$ cat src/rtl/dmac_pkg.sv
// ----------------------------------------------------------------------------
// dmac_pkg
// Shared types and constants of the two-channel chained dma controller.
// ----------------------------------------------------------------------------
package dmac_pkg;

  localparam int NUM_CHANNELS = 2;
  localparam int CTL_W        = 8;
  localparam int ADDR_W       = 16;
  localparam int CNT_W        = 11;
  localparam int DATA_W       = 8;
  localparam int OFF_W        = 4;
  localparam int PERIPH_W     = 4;

  // control byte bit positions
  localparam int CTL_EN_BIT    = 0;
  localparam int CTL_REQ_BIT   = 1;
  localparam int CTL_TOMEM_BIT = 2;
  localparam int CTL_EO_BIT    = 3;

  typedef enum logic [1:0] {
    OP_READ  = 2'd0,
    OP_WRITE = 2'd1,
    OP_REQ   = 2'd2,
    OP_BEAT  = 2'd3
  } opcode_t;

  typedef enum logic [2:0] {
    SEL_CTL     = 3'd0,
    SEL_ADDR_LO = 3'd1,
    SEL_ADDR_HI = 3'd2,
    SEL_CNT_LO  = 3'd3,
    SEL_CNT_HI  = 3'd4
  } reg_sel_t;

  typedef struct packed {
    opcode_t              op;
    logic [OFF_W-1:0]     reg_offset;
    logic [DATA_W-1:0]    write_data;
    logic                 req_channel;
    logic                 req_level;
  } item_t;

  // request level lives in control bit 1
  typedef struct packed {
    logic [CTL_W-1:0]  ctl;
    logic [ADDR_W-1:0] addr;
    logic [CNT_W-1:0]  cnt;
  } chan_t;

  typedef struct packed {
    logic [DATA_W-1:0]   read_data;
    logic                request_edge;
    logic                xfer_valid;
    logic                xfer_channel;
    logic                xfer_to_memory;
    logic [PERIPH_W-1:0] xfer_peripheral;
    logic [ADDR_W-1:0]   xfer_address;
    logic [CNT_W-1:0]    xfer_count_before;
    logic                done_irq;
    logic                last;
  } result_t;

  typedef struct packed {
    logic push;
    logic two;
  } q_ctl_t;

endpackage

$ cat src/rtl/dmac_exec.sv
// ----------------------------------------------------------------------------
// dmac_exec
// Combinational execution of one request against the channel registers.
// ----------------------------------------------------------------------------
module dmac_exec (
  input  dmac_pkg::item_t                           item,
  input  dmac_pkg::chan_t [dmac_pkg::NUM_CHANNELS-1:0] chan_cur,
  output dmac_pkg::chan_t [dmac_pkg::NUM_CHANNELS-1:0] chan_nxt,
  output dmac_pkg::result_t                         res_a,
  output dmac_pkg::result_t                         res_b,
  output logic                                      res_two
);

  function automatic dmac_pkg::result_t make_desc(input logic ch, input dmac_pkg::chan_t c,
                                                  input logic done, input logic lst);
    dmac_pkg::result_t r;
    r                   = '0;
    r.xfer_valid        = 1'b1;
    r.xfer_channel      = ch;
    r.xfer_to_memory    = c.ctl[dmac_pkg::CTL_TOMEM_BIT];
    r.xfer_peripheral   = c.ctl[dmac_pkg::CTL_W-1 -: dmac_pkg::PERIPH_W];
    r.xfer_address      = c.addr;
    r.xfer_count_before = c.cnt;
    r.done_irq          = done;
    r.last              = lst;
    return r;
  endfunction

  always_comb begin
    logic                ch;
    dmac_pkg::reg_sel_t  sel;
    dmac_pkg::chan_t     c0;
    dmac_pkg::chan_t     c1;
    dmac_pkg::chan_t     s0;
    dmac_pkg::chan_t     s1;
    logic                go0;
    logic                go1;
    logic                done0;
    logic                done1;

    ch       = item.reg_offset[dmac_pkg::OFF_W-1];
    sel      = dmac_pkg::reg_sel_t'(item.reg_offset[dmac_pkg::OFF_W-2:0]);
    chan_nxt = chan_cur;
    res_a    = '0;
    res_a.last = 1'b1;
    res_b    = '0;
    res_two  = 1'b0;
    c0 = chan_cur[0];
    c1 = chan_cur[1];
    s0 = c0;
    s1 = c1;
    go0 = 1'b0;
    go1 = 1'b0;
    done0 = 1'b0;
    done1 = 1'b0;

    unique case (item.op)
      dmac_pkg::OP_READ: begin
        unique case (sel)
          dmac_pkg::SEL_CTL:     res_a.read_data = chan_cur[ch].ctl;
          dmac_pkg::SEL_ADDR_LO: res_a.read_data = chan_cur[ch].addr[7:0];
          dmac_pkg::SEL_ADDR_HI: res_a.read_data = chan_cur[ch].addr[15:8];
          dmac_pkg::SEL_CNT_LO:  res_a.read_data = chan_cur[ch].cnt[7:0];
          dmac_pkg::SEL_CNT_HI:  res_a.read_data = {5'd0, chan_cur[ch].cnt[10:8]};
          default:               res_a.read_data = '0;
        endcase
      end
      dmac_pkg::OP_WRITE: begin
        unique case (sel)
          dmac_pkg::SEL_CTL: begin
            // request bit is owned by the request line
            chan_nxt[ch].ctl = item.write_data;
            chan_nxt[ch].ctl[dmac_pkg::CTL_REQ_BIT] = chan_cur[ch].ctl[dmac_pkg::CTL_REQ_BIT];
          end
          dmac_pkg::SEL_ADDR_LO: chan_nxt[ch].addr[7:0]  = item.write_data;
          dmac_pkg::SEL_ADDR_HI: chan_nxt[ch].addr[15:8] = item.write_data;
          dmac_pkg::SEL_CNT_LO:  chan_nxt[ch].cnt[7:0]   = item.write_data;
          dmac_pkg::SEL_CNT_HI:  chan_nxt[ch].cnt[10:8]  = item.write_data[2:0];
          default: ;
        endcase
      end
      dmac_pkg::OP_REQ: begin
        res_a.request_edge =
          chan_cur[item.req_channel].ctl[dmac_pkg::CTL_REQ_BIT] != item.req_level;
        chan_nxt[item.req_channel].ctl[dmac_pkg::CTL_REQ_BIT] = item.req_level;
      end
      dmac_pkg::OP_BEAT: begin
        // channel 0 first
        go0 = c0.ctl[dmac_pkg::CTL_EN_BIT] && c0.ctl[dmac_pkg::CTL_REQ_BIT] && (c0.cnt != '0);
        if (go0) begin
          done0  = (c0.cnt == dmac_pkg::CNT_W'(1));
          s0.addr = c0.addr + dmac_pkg::ADDR_W'(1);
          s0.cnt  = c0.cnt - dmac_pkg::CNT_W'(1);
          if (done0) begin
            s0.ctl[dmac_pkg::CTL_EN_BIT] = 1'b0;
            if (s1.ctl[dmac_pkg::CTL_EO_BIT]) s1.ctl[dmac_pkg::CTL_EN_BIT] = 1'b1;
          end
        end
        // channel 1 sees a chained enable from channel 0
        go1 = s1.ctl[dmac_pkg::CTL_EN_BIT] && s1.ctl[dmac_pkg::CTL_REQ_BIT] && (s1.cnt != '0);
        if (go1) begin
          done1   = (s1.cnt == dmac_pkg::CNT_W'(1));
          s1.addr = s1.addr + dmac_pkg::ADDR_W'(1);
          s1.cnt  = s1.cnt - dmac_pkg::CNT_W'(1);
          if (done1) begin
            s1.ctl[dmac_pkg::CTL_EN_BIT] = 1'b0;
            if (s0.ctl[dmac_pkg::CTL_EO_BIT]) s0.ctl[dmac_pkg::CTL_EN_BIT] = 1'b1;
          end
        end
        chan_nxt[0] = s0;
        chan_nxt[1] = s1;
        // a chained enable touches only the enable bit, so the descriptor
        // fields of channel 1 come straight from its current registers
        if (go0 && go1) begin
          res_a   = make_desc(1'b0, c0, done0, 1'b0);
          res_b   = make_desc(1'b1, c1, done1, 1'b1);
          res_two = 1'b1;
        end else if (go0) begin
          res_a = make_desc(1'b0, c0, done0, 1'b1);
        end else if (go1) begin
          res_a = make_desc(1'b1, c1, done1, 1'b1);
        end
      end
      default: ;
    endcase
  end

endmodule

$ cat src/rtl/dmac_outq.sv
// ----------------------------------------------------------------------------
// dmac_outq
// Result register with one extra slot for the second descriptor of a beat.
// ----------------------------------------------------------------------------
module dmac_outq (
  input  logic              clk,
  input  logic              rst_n,
  input  dmac_pkg::q_ctl_t  qctl,
  input  dmac_pkg::result_t res_a,
  input  dmac_pkg::result_t res_b,
  output logic              free,
  output logic              out_valid,
  input  logic              out_ready,
  output dmac_pkg::result_t out_res
);

  logic              out_v_r,  out_v_nxt;
  logic              pend_v_r, pend_v_nxt;
  dmac_pkg::result_t out_d_r,  out_d_nxt;
  dmac_pkg::result_t pend_d_r, pend_d_nxt;

  assign free      = !pend_v_r && (!out_v_r || out_ready);
  assign out_valid = out_v_r;
  assign out_res   = out_d_r;

  always_comb begin
    out_v_nxt  = out_v_r;
    pend_v_nxt = pend_v_r;
    out_d_nxt  = out_d_r;
    pend_d_nxt = pend_d_r;
    if (qctl.push) begin
      out_v_nxt  = 1'b1;
      out_d_nxt  = res_a;
      pend_v_nxt = qctl.two;
      pend_d_nxt = res_b;
    end else if (out_v_r && out_ready) begin
      out_v_nxt  = pend_v_r;
      out_d_nxt  = pend_d_r;
      pend_v_nxt = 1'b0;
    end
  end

  always_ff @(posedge clk) begin
    if (!rst_n) begin
      out_v_r  <= 1'b0;
      pend_v_r <= 1'b0;
    end else begin
      out_v_r  <= out_v_nxt;
      pend_v_r <= pend_v_nxt;
    end
    out_d_r  <= out_d_nxt;
    pend_d_r <= pend_d_nxt;
  end

endmodule

$ cat src/rtl/two_channel_chained_dma_controller.sv
// ----------------------------------------------------------------------------
// two_channel_chained_dma_controller
// Two-channel dma controller with register access, request lines and
// chained channel enables; one request is executed per cycle unless stalled.
// ----------------------------------------------------------------------------
//
//   channel   direction   handshake             payload
//   in_       input       in_valid/in_ready     opcode, offset, data, request line
//   out_      output      out_valid/out_ready   read data, edge, transfer descriptor
//
// one request per cycle unless stalled: an input register holds the request, the
// channel registers are read and updated by single-pass logic when it moves on
// a beat with both channels transferring yields two results; the second one
// waits in a spare slot and holds off the next request until it moves into the result register
// reset (rst_n low, synchronous) clears all channel registers and the result slots
// out_ready low stalls the result register, then the input register, then in_ready
// ----------------------------------------------------------------------------
module two_channel_chained_dma_controller (
  input  logic                             clk,
  input  logic                             rst_n,
  // request channel
  input  logic                             in_valid,
  output logic                             in_ready,
  input  logic [1:0]                       in_opcode,
  input  logic [dmac_pkg::OFF_W-1:0]       in_reg_offset,
  input  logic [dmac_pkg::DATA_W-1:0]      in_write_data,
  input  logic                             in_req_channel,
  input  logic                             in_req_level,
  // result channel
  output logic                             out_valid,
  input  logic                             out_ready,
  output logic [dmac_pkg::DATA_W-1:0]      out_read_data,
  output logic                             out_request_edge,
  output logic                             out_xfer_valid,
  output logic                             out_xfer_channel,
  output logic                             out_xfer_to_memory,
  output logic [dmac_pkg::PERIPH_W-1:0]    out_xfer_peripheral,
  output logic [dmac_pkg::ADDR_W-1:0]      out_xfer_address,
  output logic [dmac_pkg::CNT_W-1:0]       out_xfer_count_before,
  output logic                             out_done_irq,
  output logic                             out_last
);

  // input register stage
  logic                  stg_valid_r, stg_valid_nxt;
  dmac_pkg::item_t       stg_item_r,  stg_item_nxt;
  logic                  stg_move;

  // channel registers (control, address, count per channel)
  dmac_pkg::chan_t [dmac_pkg::NUM_CHANNELS-1:0] chan_r, chan_nxt, chan_upd;

  dmac_pkg::result_t     res_a, res_b, out_res;
  logic                  res_two;
  logic                  q_free;
  dmac_pkg::q_ctl_t      qctl;

  // stage moves when the result side can take everything it produces
  assign stg_move = stg_valid_r && q_free;
  assign in_ready = !stg_valid_r || q_free;

  always_comb begin
    stg_valid_nxt = stg_valid_r;
    stg_item_nxt  = stg_item_r;
    if (in_valid && in_ready) begin
      stg_valid_nxt          = 1'b1;
      stg_item_nxt.op         = dmac_pkg::opcode_t'(in_opcode);
      stg_item_nxt.reg_offset = in_reg_offset;
      stg_item_nxt.write_data = in_write_data;
      stg_item_nxt.req_channel = in_req_channel;
      stg_item_nxt.req_level  = in_req_level;
    end else if (stg_move) begin
      stg_valid_nxt = 1'b0;
    end
  end

  // channel state changes only when its request retires into the result slots
  assign chan_nxt = stg_move ? chan_upd : chan_r;

  always_ff @(posedge clk) begin
    if (!rst_n) begin
      stg_valid_r <= 1'b0;
      chan_r      <= '0;
    end else begin
      stg_valid_r <= stg_valid_nxt;
      chan_r      <= chan_nxt;
    end
    stg_item_r <= stg_item_nxt;
  end

  dmac_exec u_exec (
    .item     (stg_item_r),
    .chan_cur (chan_r),
    .chan_nxt (chan_upd),
    .res_a    (res_a),
    .res_b    (res_b),
    .res_two  (res_two)
  );

  assign qctl.push = stg_move;
  assign qctl.two  = res_two;

  dmac_outq u_outq (
    .clk       (clk),
    .rst_n     (rst_n),
    .qctl      (qctl),
    .res_a     (res_a),
    .res_b     (res_b),
    .free      (q_free),
    .out_valid (out_valid),
    .out_ready (out_ready),
    .out_res   (out_res)
  );

  // unpack the presented result
  assign out_read_data         = out_res.read_data;
  assign out_request_edge      = out_res.request_edge;
  assign out_xfer_valid        = out_res.xfer_valid;
  assign out_xfer_channel      = out_res.xfer_channel;
  assign out_xfer_to_memory    = out_res.xfer_to_memory;
  assign out_xfer_peripheral   = out_res.xfer_peripheral;
  assign out_xfer_address      = out_res.xfer_address;
  assign out_xfer_count_before = out_res.xfer_count_before;
  assign out_done_irq          = out_res.done_irq;
  assign out_last              = out_res.last;

`ifndef SYNTH
  // a two-descriptor beat shows its first, non-final descriptor next
  a_two_first: assert property (@(posedge clk) disable iff (!rst_n)
    stg_move && res_two |=> out_valid && out_xfer_valid && !out_last && !out_xfer_channel)
    else $error("two-descriptor beat not presented in channel order");

  // a channel with zero count never transfers
  a_cnt_nonzero: assert property (@(posedge clk) disable iff (!rst_n)
    out_valid && out_xfer_valid |-> out_xfer_count_before != '0)
    else $error("transfer descriptor with zero count");

  // done interrupt only on the transfer that empties the channel
  a_done_cnt: assert property (@(posedge clk) disable iff (!rst_n)
    out_valid && out_done_irq |-> out_xfer_valid && out_xfer_count_before == 11'd1)
    else $error("done interrupt without final transfer");
`endif

endmodule

$ cat config.mk
export PLATFORM = sky130hd
export DESIGN_NAME = two_channel_chained_dma_controller
export DESIGN_NICKNAME = d
export VERILOG_FILES = /design/src/rtl/dmac_pkg.sv /design/src/rtl/dmac_exec.sv /design/src/rtl/dmac_outq.sv /design/src/rtl/two_channel_chained_dma_controller.sv
export SDC_FILE = /design/constraint.sdc
export NUM_CORES = 1
export LEC_CHECK = 0
export BUFFER_PORTS_ARGS = -buffer_cell sky130_fd_sc_hd__buf_2
export CAP_MARGIN = 10
export CORE_MARGIN = 3
export CORE_UTILIZATION = 54
export DETAILED_ROUTE_END_ITERATION = 7
export PLACE_DENSITY = 0.73
export SYNTH_ARGS = -nofsm -noshare
export SYNTH_HDL_FRONTEND = slang
export SYNTH_SLANG_ARGS = --single-unit
$ cat constraint.sdc
create_clock -name clk -period 3.4 [get_ports clk]
set_input_delay 0.51 -clock clk [delete_from_list [all_inputs] [get_ports clk]]
set_output_delay 0.51 -clock clk [all_outputs]
set_load 0.005 [all_outputs]
Word-level counts from Yosys, hierarchy flattened:

Cells that the tools add are included.
W data, S select, Z words.

* output and inout bits: 47
* register bits: 179
* logic and storage cells: 145
* input bits: 20

* $lt $le $gt $ge: 4
* bitwise logic cells: 1
* muxes and demuxes: 58
* reductions and logical operators: 29
* equality and inequality tests: 13
* add/subtract/negate cells: 4

Operators with widths (count)
* $bwmux W70: 7
* $pmux W70 S5: 1
* $demux W35 S1: 7
* $pmux W70 S3: 1
* $mux W36: 5
* $mux W29: 4
* $mux W35: 3
* $mux W45: 2
* $mux W28: 2
* $pmux W8 S5: 1
* $add A16 B1 Y16 const B: 2
* $mux W27: 1
* $eq A11 B1 Y1 const B: 2
* $reduce_bool A11 Y1: 2
* $sub A11 B1 Y11 const B: 2
* $mux W1: 19
* $mux W19: 1
* $pmux W8 S2: 1
* $reduce_and A4 Y1: 3
* $logic_and A1 B1 Y1: 11
* $mux W11: 1
* $mux W8: 1
* $eq A3 B2 Y1 const B: 2
* $ne A6 B1 Y1 const B: 1
* other kinds (18): 27

Depth between registers and ports, before layout:

* depth in word-level cells: 12
* depth in mapped cells: 10
* depth with buffers taken out: 8

Cells and area by module:

From an unflattened synthesis, not the netlist that was laid out.

* cells, all modules: 1151
* area, all modules: 11267.1 um^2

Modules (own cells, without submodules)
* dmac_exec: times used 1, seq. area each 0.0 um^2, cells each 657, area an instance 4246.6 um^2
* two_channel_chained_dma_controller: times used 1, seq. area each 1901.8 um^2, cells each 342, area an instance 3563.4 um^2
* dmac_outq: times used 1, seq. area each 2742.6 um^2, cells each 152, area an instance 3457.1 um^2

Worst setup path after synthesis:

OpenSTA, ideal clock, no wires.

* kind: input to register
* from: input port out_ready
* to: register u_outq.out_d_r, in the netlist u_outq.out_res[0], enable pin
* buffers on the path: 3
* setup time: 563 ps
* stages on the path: 6
* data arrival time: 2267 ps
* required time: 2837 ps
* slack: 570 ps
* path through: nor2b_1 > or2_0 > clkbuf_1 > clkbuf_1 > buf_1 > nand2_1

* longest elaborated chain between the ends: 4
* elaborated cells on any way between the ends: 5

RTL lines
* start, declared: RTL line two_channel_chained_dma_controller.sv:31 `input logic out_ready,`
* $logic_or A1 B1 Y1: RTL line dmac_outq.sv:22 `assign free = !pend_v_r && (!out_v_r || out_ready);`
* $logic_and A1 B1 Y1: RTL line dmac_outq.sv:22
* $logic_and A1 B1 Y1: RTL line two_channel_chained_dma_controller.sv:58 `assign stg_move = stg_valid_r && q_free;`
* $reduce_bool A2 Y1 (no line) *
* end signal, assigned: RTL line dmac_outq.sv:51 `out_d_r <= out_d_nxt;`
* end, declared: RTL line dmac_outq.sv:19 `dmac_pkg::result_t out_d_r, out_d_nxt;`

Every way passes the cells marked *; elsewhere a longest branch is shown, timed or not.
A chain may end at the register's enable or synchronous reset.

==> summary.txt <==
Status
  – Outcome: finished clean

Cells and area
  – Register area: around 4300 um2
  – Non-Filler Instances: about 1400
  – Nets@finish: about 1200
  – Layout cells sized above 1: 0.1476
  – Commonest non-fill, non-tap cell in the layout: o21ai_0
  – Most frequent cells in the layout: o21ai_0 (125), nand2_1 (116), edfxtp_1 (95)
  – Final core occ: 0.6218
  – P&R area growth vs syn: 11.92%
  – Fillers: roughly 1600
  – Area occupied by multi-input gates: about 5300 um2
  – Antenna cells: 0

Clocking
  – Clk_lat worst skew: 450 ps
  – H-tree depth: 4
  – TritonCTS clock tree: built
  – Hold-fix buffers, CTS: 0
  – Sink Count: between 150 and 200
  – Clk pin slew, worst setup/hold paths: about 70 ps
  – Root Buffer: clkbuf_16
  – Post-CTS Setup Bufs: 0
  – Clock buffer count from CTS: 17
  – Max clock buf depth: 2
  – Post-CTS sizing: 0

Synthesis
  – Compound-Gate Fraction of Synth Area: 0.2443
  – Unique masters post-synth: about 80
  – Synth Area in Simple Gates: 0.2035
  – Avg Inst Size Synth: between 8 and 9 um2
  – Most used DFF post-synth: edfxtp_1
  – Post-Syn Area: roughly 10000 um2
  – Yosys reg bits: ~170
  – Synth Instances: roughly 1200
  – Post-Syn Nets: 1186
  – Synth top area share: 0.2820
  – Post-Synth Adder-Cell Area: 0.01484
  – FFs w/ async S/R, synth: 0
  – Largest family of logic cells by synthesized area: compound AO/OA/AOI/OAI gates
  – Top cells by area, synth: edfxtp_1 (28%), dfxtp_1 (14%), o21ai_0 (6.2%)
  – Xor/xnor share of the synthesized area: 0.01039
  – Mux share of post-synthesis cell area: 0.04997
  – Ys Warns: 0
  – Post-synth EDFFs: 95
  – Register area share after synthesis: 0.4265
  – Post-synth top area cell: edfxtp_1

Placed design
  – Number of port buffers: 66
  – Gpl congestion: roughly 1
  – DP Cell Count: 1403
  – Post-DP HPWL: roughly 25000 um

GRT
  – Grt peak-use layer: met2
  – Initial antenna violation count: 0
  – Global route overflow: 0
  – GR Layer Usage met3: 0.06597
  – Vias in the first global route: 9075
  – Met2 GRT Util: 0.5260
  – Gr usage total: 0.3489
  – First-pass GRT wire length: between 50000 and 60000 um
  – Met1 global-route usage: 0.4730
  – Largest net degree at the start of global routing: 46

Floorplan
  – Die Wd: around 140 um
  – Core footprint: between 15000 and 20000 um2
  – I/O pin cnt: 67
  – Die height: between 100 and 150 um
  – Die area: 20410 um2
  – Num rows: 49
  – Starting density of the core: 0.5556

Pwr
  – Power Density: between 400 and 500 nW/um2
  – Tot Pwr: slightly below 5 mW
  – Leak Pwr: about 4.2 nW
  – Maximum vdd drop: ~0.38 mV

Drt
  – Post-Route WL: 35290 um
  – WL/cell: ~25 um
  – DR vias/cell: between 6 and 7
  – Total number of vias: 9723
  – DRC: 0
  – DRT iter0 DRCs: 1539
  – Pre-Repair DR Iteration Count: 5
  – Antenna Nets Post-Route: 0

Timing
  – Slew margin rel.: 0.2372
  – Max Freq: roughly 330 MHz
  – Max Clock Skew: approximately 18 ps
  – Final worst-path cycle share: 0.8806
  – Tmin final: 2994 ps
  – Setup_tns: 0 ps
  – Final hold violation count: 0
  – Slew Limit Fails: 0
  – Unrepaired setup endpoints after global routing: no
  – Final setup fails: 0
  – Worst-Margin Slew: between 1000 and 1500 ps

Worst setup path
  – Worst-path maximum fanout: 13
  – Worst reg2reg path depth: 9
  – Max incr delay on CP: between 500 and 600 ps
  – Crit path required time: ~3700 ps
  – WP data arrival: 3330 ps
  – CP Launch Type: flip-flop
  – Critical Path Sink Type: flip-flop
  – Slowest CP cell: or3_1
  – Reg2reg start: stg_item_r[14]
  – Critical-path cell list: inv_1, ha_1, nor2_1, a32o_1, or3_1, a21oi_2, buf_4, nand4_1, o211a_1
  – Kind of critical path: flip-flop to flip-flop
  – R2r setup slk: a little over 400 ps
  – Worst path bufs/invs: 2
  – Kind of cell adding the most delay to the critical path: compound AO/OA/AOI/OAI gates

Min path
  – Hold path depth: 1
  – Hold worst-path end: stg_item_r[3]
  – Hold path start: in_write_data[1]
  – Hold WC Path Type: primary input to flip-flop

Flow run
  – Max_cap viols: 0
where the power goes:
part | leakage [nW] | internal, mW | switching [mW] | total [mW]
registers | 1.51 | 2.22 | 0.0518 | 2.28
logic | 2.44 | 0.171 | 0.362 | 0.533
clock network | 0.285 | 1.10 | 0.899 | 2.00
layout make-up:
cell class	instances	share of cell area
Clock buffer	18	0.03790
Multi-Input combinational cell	863	0.4683
Sequential cell	168	0.3810
Inverter	25	0.008288
Clock inverter	14	0.01437
Tap cell	229	0.02531
Timing Repair Buffer	118	0.06476
routing by layer:
layer / vias up / part of all wire
li1: 4371 / -
met1: 4643 / 0.41
met2: 576 / 0.44
met3: 133 / 0.091
met4: 0 / 0.061
met5: - / 0
through the flow:
step / cell area, um2 / worst slack, ps / hold slack (ps)
after floorplan: 10120 / 570.5 / 474.7
after global placement: 10730 / 550.8 / 503.0
after detailed placement: 10730 / 489.0 / 510.8
after CTS: 11320 / 472.8 / 232.0
after global routing: 11320 / 203.4 / 234.7
final: 11320 / 405.9 / 240.9
cell usage after synthesis (13+ instances only):
cell type / number
o21ai_0: 125
nand2_1: 117
edfxtp_1: 95
a21oi_1: 83
nor2_1: 75
dfxtp_1: 73
clkbuf_1: 65
mux2i_1: 46
nor3_1: 41
and2_1: 35
nand3_1: 34
a22oi_1: 30
inv_1: 24
nor2b_1: 22
o22ai_1: 20
buf_2: 19
a32o_1: 15
and3_1: 14
o211ai_1: 14
nand2b_1: 13
kinds of logic (layout without fill, tap and decap cells):
group / count (synthesis) / after routing
and+or+nand+nor: 409 / 409
AOI/OAI and AO/OA: 382 / 382
DFF: 168 / 168
buffers and inverters: 123 / 175
muxes: 48 / 48
adders and majority gates: 12 / 12
xor gates and xnor gates: 12 / 12
worst reg2reg max path: stages, from the launching register on:
cell      delay (ps)
edfxtp_1         420
inv_1            130
ha_1             300
nor2_1           100
a32o_1           290
or3_1            530
a21oi_2          530
buf_4            310
nand4_1          130
o211a_1          160
worst max-delay path by stage:
stage,cells after the start,startpoint,endpoint
6_report,9,stg_item_r[14],flip-flop
5_1_grt,9,flip-flop,flip-flop
4_1_cts,9,flip-flop,flip-flop
3_5_place_dp,9,flip-flop,flip-flop
3_3_place_gp,9,flip-flop,flip-flop
2_1_floorplan,6,out_ready,u_outq.out_res[0]
Note: power is estimated with default switching activity, not from simulation.
